--- src/hw/rtl/rtu_frame_receiver_assert.svh ---
// Assertion macros for the RTU receive framer.
// Depends on nothing; included by files that carry concurrent checks.
`ifndef RTU_FRAME_RECEIVER_ASSERT_SVH
`define RTU_FRAME_RECEIVER_ASSERT_SVH

// Same-cycle implication, disabled while in reset.
`define RTU_ASSERT_NOW(label, clk, rst_n, ante, cons) \
  label: assert property (@(posedge clk) disable iff (!rst_n) (ante) |-> (cons)) \
    else $error("rtu framer check failed");

// Next-cycle implication, disabled while in reset.
`define RTU_ASSERT_NEXT(label, clk, rst_n, ante, cons) \
  label: assert property (@(posedge clk) disable iff (!rst_n) (ante) |=> (cons)) \
    else $error("rtu framer check failed");

`endif

--- src/hw/rtl/rtu_pkg.sv ---
// Shared types, codes and the CRC-16 step for the RTU receive framer.
// No dependencies.
package rtu_pkg;

  localparam int unsigned MIN_FRAME   = 8;
  localparam int unsigned QUEUE_DEPTH = 2;
  localparam logic [15:0] CRC_POLY    = 16'hA001;
  localparam logic [15:0] CRC_INIT    = 16'hFFFF;

  typedef enum logic [1:0] {
    ACT_START  = 2'd0,
    ACT_BYTE   = 2'd1,
    ACT_EXPIRE = 2'd2,
    ACT_READ   = 2'd3
  } action_e;

  typedef enum logic [1:0] {
    EV_NONE    = 2'd0,
    EV_STARTUP = 2'd1,
    EV_FRAME   = 2'd2
  } event_e;

  typedef enum logic [2:0] {
    CMD_NOP    = 3'd0,
    CMD_START  = 3'd1,
    CMD_BYTE   = 3'd2,
    CMD_EXPIRE = 3'd3,
    CMD_READ   = 3'd4
  } cmd_e;

  typedef struct packed {
    logic [1:0] action;
    logic [1:0] port;
    logic [7:0] data_byte;
    logic [7:0] pdu_index;
  } in_item_t;

  typedef struct packed {
    logic [1:0] event_res;
    logic       timer_restart;
    logic       frame_ok;
    logic [7:0] address;
    logic [7:0] pdu_length;
    logic [7:0] read_data;
  } out_item_t;

  // Classified event as it travels from front to back
  typedef struct packed {
    cmd_e       op;
    logic [1:0] port;
    logic [7:0] data_byte;
    logic [7:0] rd_off;
  } cmd_t;

  function automatic logic [15:0] crc_feed(logic [15:0] crc, logic [7:0] b);
    logic [15:0] c;
    c = crc ^ {8'h00, b};
    for (int k = 0; k < 8; k++) begin
      if (c[0]) begin
        c = (c >> 1) ^ CRC_POLY;
      end else begin
        c = c >> 1;
      end
    end
    return c;
  endfunction

endpackage

--- src/hw/rtl/rtu_queue.sv ---
// Short command queue between front and back end.
// Depends on rtu_pkg.
module rtu_queue (
  input  logic          clk_i,
  input  logic          rst_ni,
  input  logic          push_valid_i,
  output logic          push_ready_o,
  input  rtu_pkg::cmd_t push_cmd_i,
  output logic          pop_valid_o,
  input  logic          pop_ready_i,
  output rtu_pkg::cmd_t pop_cmd_o
);

  localparam int unsigned IW = (rtu_pkg::QUEUE_DEPTH > 1) ? $clog2(rtu_pkg::QUEUE_DEPTH) : 1;
  localparam int unsigned NW = $clog2(rtu_pkg::QUEUE_DEPTH + 1);

  rtu_pkg::cmd_t   slot_q [rtu_pkg::QUEUE_DEPTH];
  logic [IW-1:0]   wr_ptr_q, wr_ptr_d;
  logic [IW-1:0]   rd_ptr_q, rd_ptr_d;
  logic [NW-1:0]   count_q, count_d;
  logic            push, pop;

  assign push_ready_o = (count_q != NW'(rtu_pkg::QUEUE_DEPTH));
  assign pop_valid_o  = (count_q != '0);
  assign pop_cmd_o    = slot_q[rd_ptr_q];
  assign push         = push_valid_i && push_ready_o;
  assign pop          = pop_valid_o && pop_ready_i;

  always_comb begin
    wr_ptr_d = wr_ptr_q;
    rd_ptr_d = rd_ptr_q;
    if (push) begin
      wr_ptr_d = (wr_ptr_q == IW'(rtu_pkg::QUEUE_DEPTH - 1)) ? '0 : wr_ptr_q + IW'(1);
    end
    if (pop) begin
      rd_ptr_d = (rd_ptr_q == IW'(rtu_pkg::QUEUE_DEPTH - 1)) ? '0 : rd_ptr_q + IW'(1);
    end
    count_d = count_q + NW'(push) - NW'(pop);
  end

  always_ff @(posedge clk_i or negedge rst_ni) begin
    if (!rst_ni) begin
      wr_ptr_q <= '0;
      rd_ptr_q <= '0;
      count_q  <= '0;
    end else begin
      wr_ptr_q <= wr_ptr_d;
      rd_ptr_q <= rd_ptr_d;
      count_q  <= count_d;
    end
  end

  always_ff @(posedge clk_i) begin
    if (push) begin
      slot_q[wr_ptr_q] <= push_cmd_i;
    end
  end

endmodule

--- config.mk ---
export PLATFORM = sky130hd
export DESIGN_NAME = rtu_queue
export DESIGN_NICKNAME = d
export VERILOG_FILES = /design/src/hw/rtl/rtu_frame_receiver_assert.svh /design/src/hw/rtl/rtu_pkg.sv /design/src/hw/rtl/rtu_queue.sv
export SDC_FILE = /design/constraint.sdc
export NUM_CORES = 1
export LEC_CHECK = 0
export ABC_AREA = 0
export BUFFER_PORTS_ARGS = -buffer_cell sky130_fd_sc_hd__buf_4
export CORE_ASPECT_RATIO = 1.25
export CORE_UTILIZATION = 40
export CTS_CLUSTER_SIZE = 14
export DETAILED_ROUTE_END_ITERATION = 6
export PLACE_DENSITY_LB_ADDON = 0.25
export REMOVE_ABC_BUFFERS = 1
export SLEW_MARGIN = 0
export SYNTH_ARGS = -nofsm -noshare
export SYNTH_HDL_FRONTEND = slang
export SYNTH_SLANG_ARGS = --single-unit
--- constraint.sdc ---
create_clock -name clk_i -period 3.3 [get_ports clk_i]
set_input_delay 0.66 -clock clk_i [delete_from_list [all_inputs] [get_ports clk_i]]
set_output_delay 0.66 -clock clk_i [all_outputs]
set_load 0.1 [all_outputs]
* After elaboration in Yosys (flattened, before gate mapping)
Memories as Yosys holds them, arrays and structs flattened. Cells that the tools add are included.
Cells by class: bitwise logic cells 0, add/subtract/negate cells 4, muxes and demuxes 4, equal/unequal tests 1, $lt $le $gt $ge 0, divide/modulo/power cells 0, shifts and indexed selects 0, multiply operators 0, reduce and logical (&&, ||, !) cells 3
Operators with widths (count):
- 1-bit two-way mux | 4
- 1-bit adder, second input constant | 2
- 2-bit by 1-bit adder with 2-bit output | 1
- 1-bit logical AND | 2
- 2-bit inequality test, second input constant | 1
- 2-bit nonzero test | 1
- 2-bit by 1-bit subtractor with 2-bit output | 1
Storage, ports and cells: bits in latches 0, output and inout port bits 23, bits in writable memories 42, register bits 4, memories 1, word-level logic and storage cells 16, ROM bits 0, bits of input ports 25
Memory list:
- slot_q | words 2, width 21, rd ports 1, clocked after Yosys merged registers in 0, write ports 1, line rtu_queue.sv:17 | rtu_pkg::cmd_t slot_q [rtu_pkg::QUEUE_DEPTH];

* Logic depth before layout (Yosys ltp)
depth in word-level cells 4, depth in mapped cells 5, mapped depth without buffers 5

* Worst setup path after synthesis
OpenSTA, ideal clock, no wires.
path kind flip-flop to flip-flop, start register count_q[0], end memory slot_q[0][0] (netlist name), enable pin, setup slack 532 ps, required time 2901 ps, path buffers 0, clock period less this slack 2768 ps, stages on the path, launching flop included 4, data arrival time 2370 ps, setup time 399 ps, cell sequence dfrtp_1 nand2b_1 nand2_1 nor2_1
On the way: longest elaborated chain between the ends 4
RTL lines:
- from (decl) | line rtu_queue.sv:20 | logic [NW-1:0] count_q, count_d;
- from (signal assigned) | line rtu_queue.sv:49 | count_q <= count_d;
- 2-bit inequality test | line rtu_queue.sv:23 | assign push_ready_o = (count_q != NW'(rtu_pkg::QUEUE_DEPTH));
- via push_ready_o | line rtu_queue.sv:7 | output logic push_ready_o,
- 1-bit logical AND | line rtu_queue.sv:26 | assign push = push_valid_i && push_ready_o;
- 1-bit two-way mux | line rtu_queue.sv:54 | if (push) begin
- 1-bit two-way mux (implied by the code) | line rtu_queue.sv:55 | slot_q[wr_ptr_q] <= push_cmd_i;
- to (decl) | line rtu_queue.sv:17
The timed path passes the listed nets, and every way through them passes these cells.

==> impl_metrics.ini <==
[synthesis]
netlist_top_cells_area = edfxtp_1 (73%), mux2_2 (14%), dfrtp_1 (5.8%), xnor2_1 (1.5%), ha_1 (0.72%)
yosysWarnings = 0
synth_top_area_share_pct = 73.0
synth_compound_area_share_pct = 1.81
synth.area.mux_share_pct = 13.7
synth_top_area_cell = edfxtp_1
avgSynthCellArea_um2 = 19.8
yosys.cell_types.count = 17
ys_seq_area_share_pct = 78.8
synth_xor_area_share_pct = 1.52
syn_inst = 87
synth_top_family_by_area = multiplexers
ys_seq_elements = 46
synthSimpleGateAreaFrac_pct = 2.83
netlist_area_um2 = 1730
synth_fa_ha_area_share_pct = 0.725

[route]
vias = 928
viasPerCell = 4.71
drt_iter0_markers = 28
drt-total-wl_um = 2960
firstDrtPassIters = 2
ant_nets = 0
wl_per_cell_um = 15.0
drc = 0

[floorplanning]
coreArea_um2 = 4100
io_pins = 48
rows = 26
start_util_pct = 42.1
dieHeight_um = 75.5
dieArea_um2 = 4590
die_x_um = 60.8

[timing]
fmaxAchievable_mhz = 386
finalMaxSlewViolations = 0
tightestPinTransition_ps = 1020
slew_headroom_pct = 32.1
tns_ps = 0
finalCritPeriodShare_pct = 78.6
finalHoldViolations = 0
period_needed_ps = 2590
setup_viol_count_final = 0
rsz0062_at_grt = false
fin_worst_skew_ps = 4.34

[min_path]
worstHoldPathType = in2async

[cts]
clock-sinks = 46
cts_setup_buffers = 0
root_buffer = clkbuf_8
ctsHoldBuffers = 0
cts-resized-gates = 0
ctsHtreeMaxLevel = 2
ctsLongestPathBuffers = 2
clock_latency_ps = 290
cts_tree = done
numCtsBuffers = 5
cts.clk_slew.worst_paths_ps = 80

[setup_path]
critPathMaxFanout = 22
required_ps = 2640
worstReg2RegStart = count_q[0]
critPathLaunch = rd_ptr_q
arrival_ps = 1930
worstRegToRegCells = 2
r2r_end = slot_q[1][8]
path_class = reg2out
ff2ff_setup_slack_ps = 1440
cp-start-kind = flip-flop
endpoint_kind = output port

[layout]
fill_cells = 362
final_common_cell = buf_4
drive_above_1_share_pct = 55.3
n_antenna_cell = 0
num-nets-final = 166
mostFrequentLayoutCells = buf_4 (48), edfxtp_1 (42), mux2_2 (21)
syn2layout_area_growth_pct = 29.3

[global_route]
grt.overflow.total = 0
antenna_found_initial = 0
track_usage_pct = 14.5
grt_max_degree = 23
grt_pass1_wl_um = 4530
grt_pass1_vias = 964

[status]
status = completed

[placed_design]
gp_congestion = 0.646
io_buffers = 47
dpl.hpwl_um = 2020

[flow_run]
cap_violations = 0
[kinds of logic after synthesis]
| kind of cell | after synthesis |
|---|---|
| xor gates and xnor gates | 3 |
| DFF | 46 |
| adders and majority gates | 1 |
| AOI/OAI and AO/OA | 4 |
| and+or+nand+nor | 10 |
| buffers and inverters | 2 |
| muxes | 21 |
[registers in the layout, summed over array words and instances (netlist names)]
name and count:
rd_ptr_q 1, count_q 2, slot_q 42, wr_ptr_q 1
[worst max-delay path by stage]
stage	to
6_report	pop_cmd_o[0]
5_1_grt	pop_cmd_o[18]
4_1_cts	pop_cmd_o[18]
3_5_place_dp	pop_cmd_o[18]
3_3_place_gp	pop_cmd_o[18]
2_1_floorplan	slot_q[0][0]
[per-layer routing]
layer / wire (µm) / part of all wire (%) / global-route usage, %
met3: 165 / 5.6 / 4.75
met5: 0 / 0 / 0
met4: 54 / 1.8 / 8.08
met2: 1640 / 55 / 25.8
met1: 1100 / 37 / 15.0
[synth_stat cells, drive strengths merged]
master	n
xnor2	3
a211oi	1
mux2	21
nand2b	1
a32oi	1
edfxtp	42
nor2	3
nor2b	1
dfrtp	4
or2	1
buf	2
a21bo	1
nand3	1
and3	1
o21ai	1
ha	1
nand2	2
[final cells by class]
type	count	area [µm²]	area share, %
Sequential cell	46	1360	61.0
Timing Repair Buffer	48	360	16.1
Multi-Input combinational cell	39	358	16.0
Clock buffer	6	72.6	3.25
Tap cell	56	70.1	3.14
Clock inverter	2	10.0	0.448
[through the flow]
stage | hold WS [ps] | util, % | cells | setup slack (ps) | instance area, µm²
after floorplan | 364 | - | 85 | 532 | 1720
after global placement | 458 | 52.4 | 189 | 1010 | 2150
after detailed placement | 463 | 52.4 | 189 | 995 | 2150
after CTS | 144 | 54.5 | 197 | 681 | 2230
after global routing | 138 | 54.5 | 197 | 592 | 2230
final | 153 | 54.5 | 197 | 706 | 2230
[critical path, stage by stage (launching register included)]
cell,delay (ps)
dfrtp_1,980
mux2_2,430
buf_4,230
Power is not shown: default switching activity piles up to over one toggle a cycle in this logic, so the estimate is an artifact.
