[config.mk]
export PLATFORM = sky130hd
export DESIGN_NAME = rtu_front
export DESIGN_NICKNAME = d
export VERILOG_FILES = /design/src/hw/rtl/rtu_frame_receiver_assert.svh /design/src/hw/rtl/rtu_pkg.sv /design/src/hw/rtl/rtu_front.sv
export SDC_FILE = /design/constraint.sdc
export NUM_CORES = 1
export LEC_CHECK = 0
export BUFFER_PORTS_ARGS = -buffer_cell sky130_fd_sc_hd__buf_2
export CORE_AREA = 8 8 45 47
export DETAILED_ROUTE_END_ITERATION = 8
export DIE_AREA = 0 0 53 55
export GPL_TIMING_DRIVEN = 1
export PLACE_DENSITY_LB_ADDON = 0.1
export SLEW_MARGIN = 0
export SYNTH_ARGS = -nofsm -noshare
export SYNTH_HDL_FRONTEND = slang
export SYNTH_SLANG_ARGS = --single-unit
[constraint.sdc]
create_clock -name vclk -period 2.7
set_input_delay 0.54 -clock vclk [all_inputs]
set_output_delay 0.54 -clock vclk [all_outputs]
set_load 0.1 [all_outputs]
[src/hw/rtl/rtu_frame_receiver_assert.svh]
// Assertion macros for the RTU receive framer.
// Depends on nothing; included by files that carry concurrent checks.
`ifndef RTU_FRAME_RECEIVER_ASSERT_SVH
`define RTU_FRAME_RECEIVER_ASSERT_SVH

// Same-cycle implication, disabled while in reset.
`define RTU_ASSERT_NOW(label, clk, rst_n, ante, cons) \
  label: assert property (@(posedge clk) disable iff (!rst_n) (ante) |-> (cons)) \
    else $error("rtu framer check failed");

// Next-cycle implication, disabled while in reset.
`define RTU_ASSERT_NEXT(label, clk, rst_n, ante, cons) \
  label: assert property (@(posedge clk) disable iff (!rst_n) (ante) |=> (cons)) \
    else $error("rtu framer check failed");

`endif

[src/hw/rtl/rtu_pkg.sv]
// Shared types, codes and the CRC-16 step for the RTU receive framer.
// No dependencies.
package rtu_pkg;

  localparam int unsigned MIN_FRAME   = 8;
  localparam int unsigned QUEUE_DEPTH = 2;
  localparam logic [15:0] CRC_POLY    = 16'hA001;
  localparam logic [15:0] CRC_INIT    = 16'hFFFF;

  typedef enum logic [1:0] {
    ACT_START  = 2'd0,
    ACT_BYTE   = 2'd1,
    ACT_EXPIRE = 2'd2,
    ACT_READ   = 2'd3
  } action_e;

  typedef enum logic [1:0] {
    EV_NONE    = 2'd0,
    EV_STARTUP = 2'd1,
    EV_FRAME   = 2'd2
  } event_e;

  typedef enum logic [2:0] {
    CMD_NOP    = 3'd0,
    CMD_START  = 3'd1,
    CMD_BYTE   = 3'd2,
    CMD_EXPIRE = 3'd3,
    CMD_READ   = 3'd4
  } cmd_e;

  typedef struct packed {
    logic [1:0] action;
    logic [1:0] port;
    logic [7:0] data_byte;
    logic [7:0] pdu_index;
  } in_item_t;

  typedef struct packed {
    logic [1:0] event_res;
    logic       timer_restart;
    logic       frame_ok;
    logic [7:0] address;
    logic [7:0] pdu_length;
    logic [7:0] read_data;
  } out_item_t;

  // Classified event as it travels from front to back
  typedef struct packed {
    cmd_e       op;
    logic [1:0] port;
    logic [7:0] data_byte;
    logic [7:0] rd_off;
  } cmd_t;

  function automatic logic [15:0] crc_feed(logic [15:0] crc, logic [7:0] b);
    logic [15:0] c;
    c = crc ^ {8'h00, b};
    for (int k = 0; k < 8; k++) begin
      if (c[0]) begin
        c = (c >> 1) ^ CRC_POLY;
      end else begin
        c = c >> 1;
      end
    end
    return c;
  endfunction

endpackage

[src/hw/rtl/rtu_front.sv]
// Front end: classifies an incoming event into a command for the back end.
// Depends on rtu_pkg.
module rtu_front #(
  parameter int unsigned PORT_COUNT = 4,
  parameter int unsigned FRAME_MAX  = 256
) (
  input  rtu_pkg::in_item_t in_item_i,
  output rtu_pkg::cmd_t     cmd_o
);

  logic       port_ok;
  logic [8:0] rd_next;
  logic       rd_ok;

  assign port_ok = (32'(in_item_i.port) < PORT_COUNT);
  assign rd_next = {1'b0, in_item_i.pdu_index} + 9'd1;
  assign rd_ok   = (32'(rd_next) < FRAME_MAX);

  always_comb begin
    cmd_o.port      = in_item_i.port;
    cmd_o.data_byte = in_item_i.data_byte;
    cmd_o.rd_off    = rd_next[7:0];
    cmd_o.op        = rtu_pkg::CMD_NOP;
    if (port_ok) begin
      unique case (rtu_pkg::action_e'(in_item_i.action))
        rtu_pkg::ACT_START:  cmd_o.op = rtu_pkg::CMD_START;
        rtu_pkg::ACT_BYTE:   cmd_o.op = rtu_pkg::CMD_BYTE;
        rtu_pkg::ACT_EXPIRE: cmd_o.op = rtu_pkg::CMD_EXPIRE;
        // a read past the frame buffer answers zero
        rtu_pkg::ACT_READ:   cmd_o.op = rd_ok ? rtu_pkg::CMD_READ : rtu_pkg::CMD_NOP;
        default:             cmd_o.op = rtu_pkg::CMD_NOP;
      endcase
    end
  end

endmodule

Word level (Yosys, flattened, before mapping) --
Cells that the tools add are included.
Operators by class: $add $sub $neg 1, $lt $le $gt $ge 1, eq/ne operators 3, muxes and demuxes 2, reductions and logical operators 1
Operators by type and width (count):
- $pmux 3 s4 | 1
- $add 8x1->9 const B | 1
- $lt 9x9->1 const B | 1
- $eq 2x2->1 const B | 2
- $mux 3 | 1
- $eq 2x1->1 const B | 1
- $logic_not 2->1 | 1
Storage, ports and cells: register bits after elaboration 0, bits of input ports 20, output and inout port bits 21, logic and storage cells 8

Logic depth before layout (Yosys ltp) --
Gate-level depths: netlist (run 1).
depth in word-level cells 4, gate-level depth with buffers 4

Worst setup path after synthesis (run 1) --
No wires, ideal clock.
path kind input -> output, start point input port in_item_i[1] in the netlist's numbering, end point output port cmd_o[7] in the netlist's numbering, arrival time 2.422 ns, required time 2.160 ns, setup slack -0.262 ns, stages on the path 3, cells stage by stage and4_1 > nand4_1 > xnor2_1
RTL lines:
- from (decl) | RTL line rtu_front.sv:7 | input rtu_pkg::in_item_t in_item_i,
- to (decl) | RTL line rtu_front.sv:8 | output rtu_pkg::cmd_t cmd_o

==> metrics, run 1 <==
Max-Cap Viols=0; Vias=251; cell repeated most along the worst path=buf_2; post-cts gate resize count=0; synth top area cells=buf_4 (31%), ha_1 (21%), xnor2_1 (14%), xor2_1 (7.2%), inv_1 (4.6%); Seq/Total Area, Yosys=0%; final setup fails=0; synth warn=0; WP data required=2.16 ns; first-pass GRT wire length=945 µm; PD cells=about 420 nW/µm²; crit path cell chain=buf_2 > ha_1 > nand3_1 > nor2_1 > xor2_2 > buf_2; RSZ-0062 raised after global routing=no; Post-CTS Setup Bufs=0; Initial Util=17.63%; final wirelength=694 µm; Setup crit start kind=input pin; # diodes=0; Synth Cell Area=between 200 and 250 µm²; drt pass-1 iters=1; hold depth=0; Crit path largest cell delay=about 0.43 ns; Pwr Total=137.5 µW; GP Congestion=between 0.7 and 0.8; vias in the first global route=between 200 and 250; worst slew pin tran=between 0.4 and 0.5 ns; worst vdd ir=0.0001877 V; post-layout util=between 20% and 30%; CP top delay family=buffers and inverters; FFs & Latches=0; largest net degree at the start of global routing=5; Final Hold Viols=0; worst hold slack=around 1.1 ns; total gr overflow=0; 1st-iter DRT viols=0; Cells after Synth=33; DRT antenna net count=0; crit share post-route=between 80% and 90%; P_leak=0.0001897 µW; Fmax=435.0 MHz; drt drc=0; Synth cell types=12; Final Net Count=70; Hold Crit Class=in2out; fillcell total=166; drt via density=4.183; hold_buf cts=0; Synth top area share=30.77%; Slew Limit Fails=0; Synth Net Count=between 50 and 60; Placeable Area=1384 µm²; Commonest cells post-synth=buf_4 (10), ha_1 (4), xnor2_1 (4); slowest stage cell, crit path=buf_2; gr usage total=between 3 and 4%; die height=55 µm; worst hold path startpoint=in_item_i[14]; Seq. cell area=0 µm²; critical path fanouts, max=4; Period minus WS final=2.299 ns; top-count cell post-synth=buf_4; Die W=53 µm; detailed placement HPWL=654 µm; initial antenna violation count=0; data arrival time of the critical path=1.76 ns; routed len/inst=approximately 12 µm; WP buf/inv=2; Design Area, Final=324.1 µm²; Slew headroom=67.26%; area delta synth->final=32.82%; I/O Buffers=21; CP Capture Type=output port; WS Path Type=in2out; clk_buf instances=0; share of layout cells above drive strength 1=59.09%; status=finished, final reports clean; Mapped Avg Cell Area=7.393 µm²; Die ar.=around 2900 µm²; num rows=14; DP Area=324.1 µm²; Ports=between 40 and 50; Hold Path Sink=cmd_o[14]; Synth area leader=buf_4
[cell usage in the layout, fill, tap and decap left out, drive strengths merged]
cell,count
nor2,1
nand4,1
and4,1
o31a,1
buf,21
nand2,3
nand3,2
ha,4
xor2,2
xnor2,4
or2,1
inv,3
[metrics by stage]
step	worst slack, ns	setup TNS (ns)	cells
after floorplan	-0.2514	-0.2628	33
after global placement	0.4302	0	60
after detailed placement	0.3992	0	60
after CTS	0.3987	0	60
after global routing	0.3300	0	60
final	0.4010	0	60
[power breakdown]
group	switching [µW]	leakage (µW)	internal, µW
Sequential	0	0	0
Clock	0	0	0
Combinational	114	0.000190	23.5
[layer usage]
metal / share of wire [%] / up-vias / track usage (%)
li1: - / 118 / -
met1: 41 / 108 / 4.097
met2: 37 / 25 / 6.055
met3: 22 / 0 / 3.743
met4: 0 / 0 / 0
met5: 0 / - / 0
[worst max path at each step]
stage,start,end,slack (ns),depth (start not counted)
5_1_grt,in_item_i[0],cmd_o[6],0.33,6
3_3_place_gp,in_item_i[0],cmd_o[6],0.43,6
2_1_floorplan,in_item_i[0],cmd_o[4],-0.25,3
3_5_place_dp,in_item_i[0],cmd_o[6],0.40,6
6_report,in_item_i[0],cmd_o[6],0.40,6
4_1_cts,in_item_i[0],cmd_o[6],0.40,6
[logic make-up after synthesis]
family,after synthesis,share of synthesized area [%]
buffers and inverters,13,35.38
AND/OR/NAND/NOR,9,18.98
AO/OA/AOI/OAI,1,3.590
XOR/XNOR,6,21.54
adder cells (fa/ha/maj),4,20.51
[cell type report]
class	count	area (µm²)	area share, %
Timing Repair Buffer	21	105.1	32.43
Multi-Input combinational cell	20	187.7	57.92
Tap cell	16	20.02	6.178
Inverter	3	11.26	3.475
(Power assumes the default switching activity.)
==> run 2, diff against run 1 <==
MAX_ROUTING_LAYER = met4   (was default)
==> run 2 against run 1 <==
Combinational power about the same. Utilization did not move. Final area is the same. Highest routed layer unchanged. Final cell count is the same.
==> metrics, run 2 (same netlist as run 1, synthesis figures left out) <==
status=finished, final reports clean (unchanged); Die W=53 µm (unchanged); worst slew pin tran=0.4940 ns (was 0.4945 ns); cell repeated most along the worst path=buf_2 (unchanged); area delta synth->final=32.82% (unchanged); Design Area, Final=324.1 µm² (unchanged); die height=55 µm (unchanged); critical path fanouts, max=4 (unchanged); most common cell after layout, fill and taps aside=buf_2 (unchanged); Seq. cell area=0 µm² (unchanged); pre-CTS setup slack=0.3992 ns (unchanged); CP startpoint=in_item_i[0] (unchanged); Post-CTS Setup Bufs=0 (unchanged); worst hold path startpoint=in_item_i[14] (unchanged); first-pass GRT wire length=945 µm (unchanged); WS Path Type=in2out (unchanged); Max-Cap Viols=0 (unchanged); WP data required=2.16 ns (about the same); Crit path largest cell delay=0.43 ns (about the same); Final Hold Viols=0 (unchanged); gr usage total=4.052% (was 3.932%); drt pass-1 iters=1 (unchanged); Die ar.=2915 µm² (unchanged); drt via density=4.183 (unchanged); Setup crit start kind=input pin (unchanged); WP buf/inv=2 (unchanged); Final Net Count=70 (unchanged); PD cells=424.1 nW/µm² (was 424.4 nW/µm²); Inst Count DP=60 (unchanged); 1st-iter DRT viols=0 (unchanged); crit path cell chain=buf_2 > ha_1 > nand3_1 > nor2_1 > xor2_2 > buf_2 (unchanged); initial antenna violation count=0 (unchanged); fillcell total=166 (unchanged); CP Capture Type=output port (unchanged); final non-filler cell total=60 (unchanged); largest net degree at the start of global routing=5 (unchanged); DP Area=324.1 µm² (unchanged); Initial Util=17.63% (unchanged); Vias=251 (unchanged); detailed placement HPWL=654 µm (unchanged); P_leak=0.0001897 µW (unchanged); hold_buf cts=0 (unchanged); most frequent cells in the layout=buf_2 (21), ha_1 (4), nand2_1 (3), xnor2_2 (3), inv_1 (3) (unchanged); FFs & Latches=0 (unchanged); Fmax=435.0 MHz (about the same); setup ws final=0.4010 ns (about the same); I/O Buffers=21 (unchanged); DRT antenna net count=0 (unchanged); clk_buf instances=0 (unchanged); Slew Limit Fails=0 (unchanged); Slew headroom=67.29% (was 67.26%); Hold Crit Class=in2out (unchanged); Pwr Total=137.4 µW (was 137.5 µW); Ports=41 (unchanged); RSZ-0062 raised after global routing=no (unchanged); GP Congestion=0.7487 (was 0.7396); # diodes=0 (unchanged); post-cts gate resize count=0 (unchanged); drt drc=0 (unchanged); area occupied by multi-input gates=187.7 µm² (unchanged); Period minus WS final=2.299 ns (about the same); data arrival time of the critical path=1.76 ns (about the same); final wirelength=695 µm (was 694 µm); CP top delay family=buffers and inverters (unchanged); slowest stage cell, crit path=buf_2 (unchanged); num rows=14 (unchanged); worst vdd ir=0.0001875 V (was 0.0001877 V); crit share post-route=85.15% (about the same); vias in the first global route=210 (unchanged); routed len/inst=11.58 µm (was 11.57 µm); Placeable Area=1384 µm² (unchanged); share of layout cells above drive strength 1=59.09% (unchanged); total gr overflow=0 (unchanged); setup_tns=0 ns (unchanged); final setup fails=0 (unchanged)
run 2: final timing paths:
path,to,slack [ns],cells after the start
max,cmd_o[6],0.40,6
min,cmd_o[14],1.08,0
run 2: through the flow:
step | util [%] | hold slack, ns
2_1_floorplan | - | 1.292
3_3_place_gp | 23.42 | 1.081
3_5_place_dp | 23.42 | 1.081
4_1_cts | 23.42 | 1.081
5_1_grt | 23.42 | 1.081
6_report | 23.42 | 1.080
run 2: report_power, final:
| group | switching (µW) | internal (µW) | total, µW |
|---|---|---|---|
| Clock | 0 | 0 | 0 |
| Sequential | 0 | 0 | 0 |
| Combinational | 114 | 23.5 | 137 |
| Total | 114 | 23.5 | 137 |
run 2: final cells by class:
type	count	area share, %
inverters	3	3.475
well taps	16	6.178
repair buffers	21	32.43
multi-input cells	20	57.92
run 2: metal layers:
metal | GRT usage [%] | share of wire [%] | up-vias
met3 | 2.941 | 19 | 0
met5 | - | 0 | -
met4 | 0 | 0 | 0
li1 | - | - | 118
met2 | 6.055 | 37 | 25
met1 | 4.552 | 44 | 108
